`src/rtl/sfr_pkg.sv`:
```
`timescale 1ns / 1ps
`default_nettype none

package sfr_pkg;

    // Byte that opens a frame, and that marks a resync point after a checksum failure.
    localparam logic [7:0] HEADER_BYTE = 8'hFF;

    // Width of the word index field on the output.
    localparam int WIDX_W = 4;

    // Sequencer states, one-hot.
    typedef enum logic [5:0] {
        ST_IDLE     = 6'b000001,
        ST_SUM      = 6'b000010,
        ST_COPY     = 6'b000100,
        ST_EMIT_HI  = 6'b001000,
        ST_EMIT_LO  = 6'b010000,
        ST_EMIT_OUT = 6'b100000
    } t_state;

endpackage

`default_nettype wire

```
`src/rtl/sfr_ram.sv`:
```
`timescale 1ns / 1ps
`default_nettype none

// Simple dual-port RAM: one write port and one read port with a registered read.
module sfr_ram #(
    parameter int WIDTH = 8,
    parameter int DEPTH = 29,
    localparam int ADDR_W = (DEPTH > 1) ? $clog2(DEPTH) : 1
) (
    input  wire logic              i_clk,
    input  wire logic              i_we,
    input  wire logic [ADDR_W-1:0] i_wr_addr,
    input  wire logic [WIDTH-1:0]  i_wr_data,
    input  wire logic              i_rd_en,
    input  wire logic [ADDR_W-1:0] i_rd_addr,
    output logic      [WIDTH-1:0]  o_rd_data
);

    logic [WIDTH-1:0] r_mem [DEPTH];

    always_ff @(posedge i_clk) begin
        if (i_we) begin
            r_mem[i_wr_addr] <= i_wr_data;
        end
    end

    // Hold the read data while no read is issued.
    always_ff @(posedge i_clk) begin
        if (i_rd_en) begin
            o_rd_data <= r_mem[i_rd_addr];
        end
    end

endmodule

`default_nettype wire

```
`src/rtl/sensor_frame_receiver_resync_unit.sv`:
```
// Serial frame receiver with header resynchronisation. Bytes enter one word at a
// time on i_rx_byte. While hunting, every byte is dropped until the header 0xFF
// arrives. After it, PAYLOAD_BYTES payload bytes and one checksum byte are
// collected into a small RAM. The checksum is the 8-bit wrapping sum of the
// payload. A good frame leaves as PAYLOAD_BYTES/2 big-endian 16-bit words with
// their index, and the last one is flagged by o_last_word. An odd final payload
// byte enters the sum but is not sent. On a bad checksum, the bytes after the
// first 0xFF held in the frame (payload or checksum) are kept as the start of the
// next frame body. If no 0xFF is held, the block goes back to hunting.
// Flow: a byte that does not complete a frame is taken at once, so such bytes
// may arrive back to back. The byte that completes a frame starts one sweep
// through the RAM, one entry per cycle. That sweep forms the sum and finds the
// first 0xFF. A good frame then reads the two bytes of each word through the
// single read port in the states EMIT_HI, EMIT_LO and EMIT_OUT, and waits in
// EMIT_OUT while the output is stalled. A bad frame that keeps bytes then moves
// them down to the bottom of the RAM. While the sweep, the emission or the move
// runs, o_in_stall is high.
`timescale 1ns / 1ps
`default_nettype none

module sensor_frame_receiver_resync_unit
    import sfr_pkg::*;
#(
    parameter int PAYLOAD_BYTES = 28
) (
    input  wire logic              i_clk,
    input  wire logic              i_rst_n,
    // byte input channel
    input  wire logic              i_in_valid,
    input  wire logic [7:0]        i_rx_byte,
    output logic                   o_in_stall,
    // word output channel
    output logic                   o_out_valid,
    input  wire logic              i_out_stall,
    output logic      [15:0]       o_word_value,
    output logic      [WIDX_W-1:0] o_word_index,
    output logic                   o_last_word
);

    localparam int FRAME_BYTES = PAYLOAD_BYTES + 1;
    localparam int WORD_COUNT  = PAYLOAD_BYTES / 2;
    localparam int ADDR_W      = $clog2(FRAME_BYTES);
    localparam int FILL_W      = $clog2(FRAME_BYTES + 1);
    localparam int K_W         = (WORD_COUNT > 1) ? $clog2(WORD_COUNT) : 1;

    // sequencer and frame state
    t_state            r_state,     n_state;
    logic              r_in_frame,  n_in_frame;
    logic [FILL_W-1:0] r_fill,      n_fill;
    // sweep engine: read issue counter, read data valid, index of that data
    logic [FILL_W-1:0] r_cnt,       n_cnt;
    logic              r_dv,        n_dv;
    logic [ADDR_W-1:0] r_didx,      n_didx;
    logic [7:0]        r_sum,       n_sum;
    logic              r_ff_found,  n_ff_found;
    logic [ADDR_W-1:0] r_ff_pos,    n_ff_pos;
    logic [ADDR_W-1:0] r_wa,        n_wa;
    // emission
    logic [K_W-1:0]    r_k,         n_k;
    logic [7:0]        r_hi,        n_hi;
    // output register
    logic              r_out_valid;
    logic [15:0]       r_out_value;
    logic [K_W-1:0]    r_out_idx;
    logic              r_out_last;
    logic              out_load;
    logic              out_free;

    // RAM port signals
    logic              ram_we;
    logic [ADDR_W-1:0] ram_wa;
    logic [7:0]        ram_wd;
    logic              ram_re;
    logic [ADDR_W-1:0] ram_ra;
    logic [7:0]        ram_rd;

    // resync decision on the checksum byte
    logic              hit_ff;
    logic              found_now;
    logic [ADDR_W-1:0] pos_now;
    logic [FILL_W-1:0] keep;
    logic              last_k;

    sfr_ram #(
        .WIDTH (8),
        .DEPTH (FRAME_BYTES)
    ) u_buf (
        .i_clk     (i_clk),
        .i_we      (ram_we),
        .i_wr_addr (ram_wa),
        .i_wr_data (ram_wd),
        .i_rd_en   (ram_re),
        .i_rd_addr (ram_ra),
        .o_rd_data (ram_rd)
    );

    // The first 0xFF may be the byte on the read port right now.
    assign hit_ff    = (ram_rd == HEADER_BYTE);
    assign found_now = r_ff_found | hit_ff;
    assign pos_now   = r_ff_found ? r_ff_pos : r_didx;
    assign keep      = FILL_W'(FRAME_BYTES - 1) - FILL_W'(pos_now);
    assign last_k    = (r_k == K_W'(WORD_COUNT - 1));
    assign out_free  = !r_out_valid || !i_out_stall;

    always_comb begin
        n_state    = r_state;
        n_in_frame = r_in_frame;
        n_fill     = r_fill;
        n_cnt      = r_cnt;
        n_dv       = r_dv;
        n_didx     = r_didx;
        n_sum      = r_sum;
        n_ff_found = r_ff_found;
        n_ff_pos   = r_ff_pos;
        n_wa       = r_wa;
        n_k        = r_k;
        n_hi       = r_hi;
        out_load   = 1'b0;
        ram_we     = 1'b0;
        ram_wa     = r_fill[ADDR_W-1:0];
        ram_wd     = i_rx_byte;
        ram_re     = 1'b0;
        ram_ra     = r_cnt[ADDR_W-1:0];

        unique case (r_state)
            ST_IDLE: begin
                if (i_in_valid) begin
                    if (!r_in_frame) begin
                        // hunt: drop everything but the header
                        if (i_rx_byte == HEADER_BYTE) begin
                            n_in_frame = 1'b1;
                            n_fill     = '0;
                        end
                    end else begin
                        // store the body byte at the fill position
                        ram_we = 1'b1;
                        n_fill = r_fill + 1'b1;
                        if (r_fill == FILL_W'(FRAME_BYTES - 1)) begin
                            n_state    = ST_SUM;
                            n_cnt      = '0;
                            n_dv       = 1'b0;
                            n_sum      = '0;
                            n_ff_found = 1'b0;
                        end
                    end
                end
            end

            ST_SUM: begin
                // issue one read per cycle over the whole frame
                if (r_cnt < FILL_W'(FRAME_BYTES)) begin
                    ram_re = 1'b1;
                    n_cnt  = r_cnt + 1'b1;
                    n_dv   = 1'b1;
                    n_didx = r_cnt[ADDR_W-1:0];
                end else begin
                    n_dv = 1'b0;
                end
                // accumulate the sum and note the first header byte
                if (r_dv) begin
                    if (!r_ff_found && hit_ff) begin
                        n_ff_found = 1'b1;
                        n_ff_pos   = r_didx;
                    end
                    if (r_didx < ADDR_W'(PAYLOAD_BYTES)) begin
                        n_sum = r_sum + ram_rd;
                    end else begin
                        n_dv = 1'b0;
                        if (r_sum == ram_rd) begin
                            n_state = ST_EMIT_HI;
                            n_k     = '0;
                        end else if (!found_now) begin
                            n_state    = ST_IDLE;
                            n_in_frame = 1'b0;
                            n_fill     = '0;
                        end else if (pos_now == ADDR_W'(FRAME_BYTES - 1)) begin
                            n_state = ST_IDLE;
                            n_fill  = '0;
                        end else begin
                            n_state = ST_COPY;
                            n_cnt   = FILL_W'(pos_now) + 1'b1;
                            n_wa    = '0;
                            n_fill  = keep;
                        end
                    end
                end
            end

            ST_COPY: begin
                // move the bytes after the header down to the bottom
                if (r_cnt < FILL_W'(FRAME_BYTES)) begin
                    ram_re = 1'b1;
                    n_cnt  = r_cnt + 1'b1;
                    n_dv   = 1'b1;
                end else begin
                    n_dv = 1'b0;
                end
                if (r_dv) begin
                    ram_we = 1'b1;
                    ram_wa = r_wa;
                    ram_wd = ram_rd;
                    n_wa   = r_wa + 1'b1;
                    if (r_cnt == FILL_W'(FRAME_BYTES)) begin
                        n_state = ST_IDLE;
                    end
                end
            end

            ST_EMIT_HI: begin
                ram_re  = 1'b1;
                ram_ra  = ADDR_W'({r_k, 1'b0});
                n_state = ST_EMIT_LO;
            end

            ST_EMIT_LO: begin
                n_hi    = ram_rd;
                ram_re  = 1'b1;
                ram_ra  = ADDR_W'({r_k, 1'b1});
                n_state = ST_EMIT_OUT;
            end

            ST_EMIT_OUT: begin
                // hold the low byte on the read port until the output register frees
                if (out_free) begin
                    out_load = 1'b1;
                    if (last_k) begin
                        n_state    = ST_IDLE;
                        n_in_frame = 1'b0;
                        n_fill     = '0;
                    end else begin
                        n_k     = r_k + 1'b1;
                        n_state = ST_EMIT_HI;
                    end
                end
            end

            default: begin
                n_state = ST_IDLE;
            end
        endcase
    end

    // control state
    always_ff @(posedge i_clk) begin
        if (!i_rst_n) begin
            r_state     <= ST_IDLE;
            r_in_frame  <= 1'b0;
            r_fill      <= '0;
            r_dv        <= 1'b0;
            r_out_valid <= 1'b0;
        end else begin
            r_state    <= n_state;
            r_in_frame <= n_in_frame;
            r_fill     <= n_fill;
            r_dv       <= n_dv;
            if (out_load) begin
                r_out_valid <= 1'b1;
            end else if (!i_out_stall) begin
                r_out_valid <= 1'b0;
            end
        end
    end

    // datapath registers, set on entry to each phase
    always_ff @(posedge i_clk) begin
        r_cnt      <= n_cnt;
        r_didx     <= n_didx;
        r_sum      <= n_sum;
        r_ff_found <= n_ff_found;
        r_ff_pos   <= n_ff_pos;
        r_wa       <= n_wa;
        r_k        <= n_k;
        r_hi       <= n_hi;
        if (out_load) begin
            r_out_value <= {r_hi, ram_rd};
            r_out_idx   <= r_k;
            r_out_last  <= last_k;
        end
    end

    assign o_in_stall   = (r_state != ST_IDLE);
    assign o_out_valid  = r_out_valid;
    assign o_word_value = r_out_value;
    assign o_word_index = WIDX_W'(r_out_idx);
    assign o_last_word  = r_out_last;

endmodule

`default_nettype wire

```
`config.mk`:
```
export PLATFORM = sky130hd
export DESIGN_NAME = sensor_frame_receiver_resync_unit
export DESIGN_NICKNAME = d
export VERILOG_FILES = /design/src/rtl/sfr_pkg.sv /design/src/rtl/sfr_ram.sv /design/src/rtl/sensor_frame_receiver_resync_unit.sv
export SDC_FILE = /design/constraint.sdc
export NUM_CORES = 1
export LEC_CHECK = 0
export BUFFER_PORTS_ARGS = -buffer_cell sky130_fd_sc_hd__buf_2
export CAP_MARGIN = 20
export CORE_MARGIN = 4
export CORE_UTILIZATION = 52
export CTS_CLUSTER_DIAMETER = 30
export CTS_CLUSTER_SIZE = 40
export DETAILED_ROUTE_END_ITERATION = 6
export PLACE_DENSITY = 0.73
export SETUP_SLACK_MARGIN = 0.15
export SYNTH_ARGS = -nofsm -noshare
export SYNTH_HDL_FRONTEND = slang
export SYNTH_SLANG_ARGS = --single-unit
export TNS_END_PERCENT = 10
```
`constraint.sdc`:
```
create_clock -name i_clk -period 4.2 [get_ports i_clk]
set_input_delay 0.42 -clock i_clk [delete_from_list [all_inputs] [get_ports i_clk]]
set_output_delay 0.42 -clock i_clk [all_outputs]
set_load 0.05 [all_outputs]
```
* Word-level counts from Yosys, hierarchy flattened *
Memory sizes are Yosys's and may differ from the RTL's. A register that Yosys moved wholly into a read port is not among the register bits.
Cells that the tools add are included.

cells by class
  add/sub/neg operators = 7
  magnitude comparators = 2
  eq/ne operators = 33
  mux-type cells = 90
  bitwise gates (word level) = 1
  reduce and logical (&&, ||, !) cells = 22

operator list
  cell                   number
  $mux W5                28
  $mux W8                7
  $mux W6                8
  $pmux W6 S6            1
  $ne A2 B2 Y1 const B   17
  $pmux W5 S3            2
  $mux W4                7
  $mux W1                26
  $reduce_and A8 Y1      3
  $add A5 B1 Y5 const B  4
  $pmux W5 S2            2
  $reduce_and A6 Y1      3
  $eq A8 B8 Y1 const B   2
  $pmux W8 S2            1
  $eq A5 B5 Y1 const B   3
  $lt A5 B5 Y1 const B   2
  $add A8 B8 Y8          1
  $eq A8 B8 Y1           1
  $pmux W4 S2            1
  $reduce_and A7 Y1      1
  $eq A6 B1 Y1 const B   1
  $eq A6 B2 Y1 const B   1
  $eq A6 B3 Y1 const B   1
  $eq A6 B4 Y1 const B   1
  other kinds (21)       31

word-level totals
  register bits after elaboration = 76
  memory bits (writable) = 232
  output and inout port bits = 23
  logic and storage cells = 172
  memories kept = 1

memory list
  name         words  width  rd ports  clocked after Yosys merged registers in  write ports  line           text
  u_buf.r_mem  29     8      1         1                                        1            sfr_ram.sv:19  logic [WIDTH-1:0] r_mem [DEPTH];

* Longest topological paths before layout *
  depth in word-level cells = 8
  gate-level depth with buffers = 11
  gate-level depth less buffers = 10

* Cells and area by module *
A second synthesis with hierarchy kept.

second synthesis, totals
  cells, all modules = 832
  area, all modules = 13465.4 µm²

modules (own cells, without submodules)
  module                             instances  cells an instance  area each (µm²)
  sfr_ram                            1          467                9401.5
  sensor_frame_receiver_resync_unit  1          365                4063.9

* Worst setup path after synthesis *
OpenSTA, ideal clock, no wires.

  path kind = flip-flop to flip-flop
  from = reg r_state[3]
  to = mem u_buf.r_mem[28][0], enable pin
  library setup time = 0.385 ns
  arrival = 2.802 ns
  required time = 3.815 ns
  setup slack = 1.013 ns
  stages on the path, launching flop included = 8
  path buffers = 1
  path through = dfxtp_1 buf_2 or4_1 nor3b_2 inv_1 nor3_1 a32oi_1 nor3b_1

on the way
  cells in the longest elaborated chain, start to end = 4
  elaborated cells between the ends (all ways) = 6

ends and longest elaborated chain
  what                                          line                                      text
  start, declared                               sensor_frame_receiver_resync_unit.sv:47   t_state r_state, n_state;
  start signal, assigned                        sensor_frame_receiver_resync_unit.sv:252  r_state <= n_state;
  $eq A6 B3 Y1 or $eq A6 B1 Y1 (tied branches)  sensor_frame_receiver_resync_unit.sv:125  unique case (r_state)
  $pmux W1 S2                                   sensor_frame_receiver_resync_unit.sv:125
  $mux W1                                       sfr_ram.sv:22                             if (i_we) begin
  $mux W1 (not written as such)                 sfr_ram.sv:23                             r_mem[i_wr_addr] <= i_wr_data;
  end, declared                                 sfr_ram.sv:19

Parallel ways exist; a longest one is shown, timed or not.

* Worst setup path in the final report *
  from = reg r_state[3]
  to = mem u_buf.r_mem[19][6], enable pin

The elaborated chain is that of the path after synthesis.

==> summary.txt <==
largest fanout on the critical path: 14
final core utilization: 0.625
max_slew headroom: 0.338
Worst Setup Slack, final: 0.484 ns
die width: 170 um
switching share of power: 0.249
initial detailed-routing violation count: 1029
share of flip-flops with an asynchronous set or reset: 0
Seq/Total Area, Yosys: 0.686
Clock Tree Root: clkbuf_16
commonest non-fill, non-tap cell in the layout: edfxtp_1
outcome: finished clean
total leakage power: 5.61 nW
Syn Inst Count: 988
I/O pin cnt: 35
Area after DPL: 14400 um^2
sw power: 2.18 mW
Max Clock Freq: 269 MHz
H-tree depth: 2
clk sink count: 316
first-pass GRT wire length: 53000 um
Tightest Pin Transition: 0.989 ns
Comb pwr share: 0.107
Clock Skew: 0.0196 ns
finished layout cell area: 16200 um^2
Final setup viols: 0
P_int: 6.61 mW
setup TNS: 0 ns
port buffer count: 34
final antenna-violating net count: 0
fin nets: 1114
Starting Density: 0.526
most frequent cells in the layout: edfxtp_1 (302), nor2_1 (91), nand2_1 (84)
CTS Buf Count: 52
Mapped Area: 13600 um^2
Placed Cells: 1364
hpwl dp: 22800 um
Final Slew Violations: 0
layout cells sized above 1: 0.193
vias in the first global route: 9026
Mean Syn Cell Area: 13.8 um^2
GR Overflow Total: 0
WS Path Type: flop to flop
Worst-Skew Late Latency: 0.56 ns
register bit total from synthesis: 316
GRT Resource Usage Total: 0.242
die area: 28900 um^2
WHS: 0.0981 ns
Max Root-Sink Buffers: 3
via count: 9174
ys flop type: edfxtp_1
crit path from: r_state[3]$_SDFFE_PN0P_
minimum clock period: 3.72 ns
VDD IR max: 0.359 mV
Critical Path Sink Type: flop
total power: 8.79 mW
PD cells: 543 nW/um^2
hold_sp: i_rst_n
RSZ-0062 raised after global routing: no
Post-Place Setup Slack: 0.363 ns
Hold Buf Count CTS: 0
GP Congestion: 0.913
max capacitance violation total: 0
Min-Delay Path Class: input pin to flop
Fin. Hold Viols: 0
initial antenna violation count: 1
final cell count without fillers: 1462
post-CTS resize count: 0
Ys Warns: 0
n_diodes: 0
drt first pass iters: 6
Final Cycle Share: 0.885
worst r2r src: r_state[3]$_SDFFE_PN0P_
largest net degree at the start of global routing: 34
Worst Setup Start Kind: flop
WL per Instance: 24.0 um
cell row count: 59
Post-CTS Setup Inserts: 0
syn_nets: 1017
Yosys cell types: 74
CTS tree: yes
synthesis-to-layout area growth: 18.8%
Clock transition at path regs: 0.06 ns
CORE AREA: 25900 um^2
Routed Wire Length: 35100 um
Post-synth EDFFs: 302
Critical Path RT: 4.38 ns
Reg power frac: 0.404
Arr. time, crit path: 3.90 ns
DRC viols: 0
Vias/cell: 6.27
chip height: 170 um
clock network power share: 0.488
## worst paths after layout
check	endpoint	cells past startpoint	slack, ns
setup reg to reg	u_buf.r_mem[19][6]$_DFFE_PP_	6	0.48
hold reg to reg	o_word_value[10]$_DFFE_PP_	0	0.42
setup / recovery	u_buf.r_mem[19][6]$_DFFE_PP_	6	0.48
hold / removal	r_state[0]$_SDFFE_PN1P_	2	0.1
## cell usage after synthesis (8+ instances only)
library cell,instances,share of area
a211oi_1,11,0.0061
a21oi_1,50,0.018
a31oi_1,9,0.0041
buf_2,10,0.0037
clkbuf_1,21,0.0058
dfxtp_1,14,0.021
edfxtp_1,302,0.67
ha_1,16,0.015
inv_1,23,0.0063
mux2_2,19,0.016
mux2i_1,35,0.026
nand2_1,84,0.023
nand2b_1,10,0.0046
nand3_1,30,0.011
nand4_1,12,0.0055
nor2_1,91,0.025
nor2b_1,8,0.0037
nor3_1,22,0.0081
o21ai_0,34,0.012
o22ai_1,27,0.012
xnor2_1,10,0.0064
xor2_1,13,0.0084
## power by group through the flow
stage	Sequential (mW)	Clock, mW	Combinational, mW
after global placement	3.61	0	0.894
after detailed placement	3.61	0	0.910
after floorplan	3.58	0	0.653
after CTS	3.55	4.33	0.922
after global routing	3.55	4.48	1.01
final	3.55	4.29	0.944
## registers in the layout, summed over array words and instances (netlist names), 6 cells and up
signal           count
o_word_value        16
r_hi                 8
r_state              6
r_sum                8
u_buf.o_rd_data      8
u_buf.r_mem        232
## layer usage
metal | wire, um | track usage | vias up
li1 | - | - | 4017
met1 | 13600 | 0.326 | 4507
met2 | 16300 | 0.381 | 558
met3 | 3690 | 0.0567 | 92
met4 | 1500 | 0.106 | 0
met5 | 0 | 0 | -
## critical path, cell delays in order (launching register included)
cell	delay [ns]
dfxtp_1	0.40
nor3_1	0.25
nand3_1	0.26
nor2_1	0.69
mux2i_1	0.83
nand2b_1	0.29
nor2_1	0.60
## logic make-up after synthesis
| logic type | synth area share |
|---|---|
| flip-flops | 0.686 |
| AND/OR/NAND/NOR | 0.109 |
| AO/OA/AOI/OAI | 0.0956 |
| multiplexers | 0.0565 |
| buffers and inverters | 0.0227 |
| XOR/XNOR | 0.0148 |
| adder cells (fa/ha/maj) | 0.0161 |
## final cells by class
type,count,area (um^2)
fillers,1870,9710
flip-flops and latches,316,9350
inverters,23,86.3
repair buffers,83,564
clock buffers,57,1340
multi-input cells,609,3990
clock inverters,39,457
well taps,335,419
(Power assumes the default switching activity.)
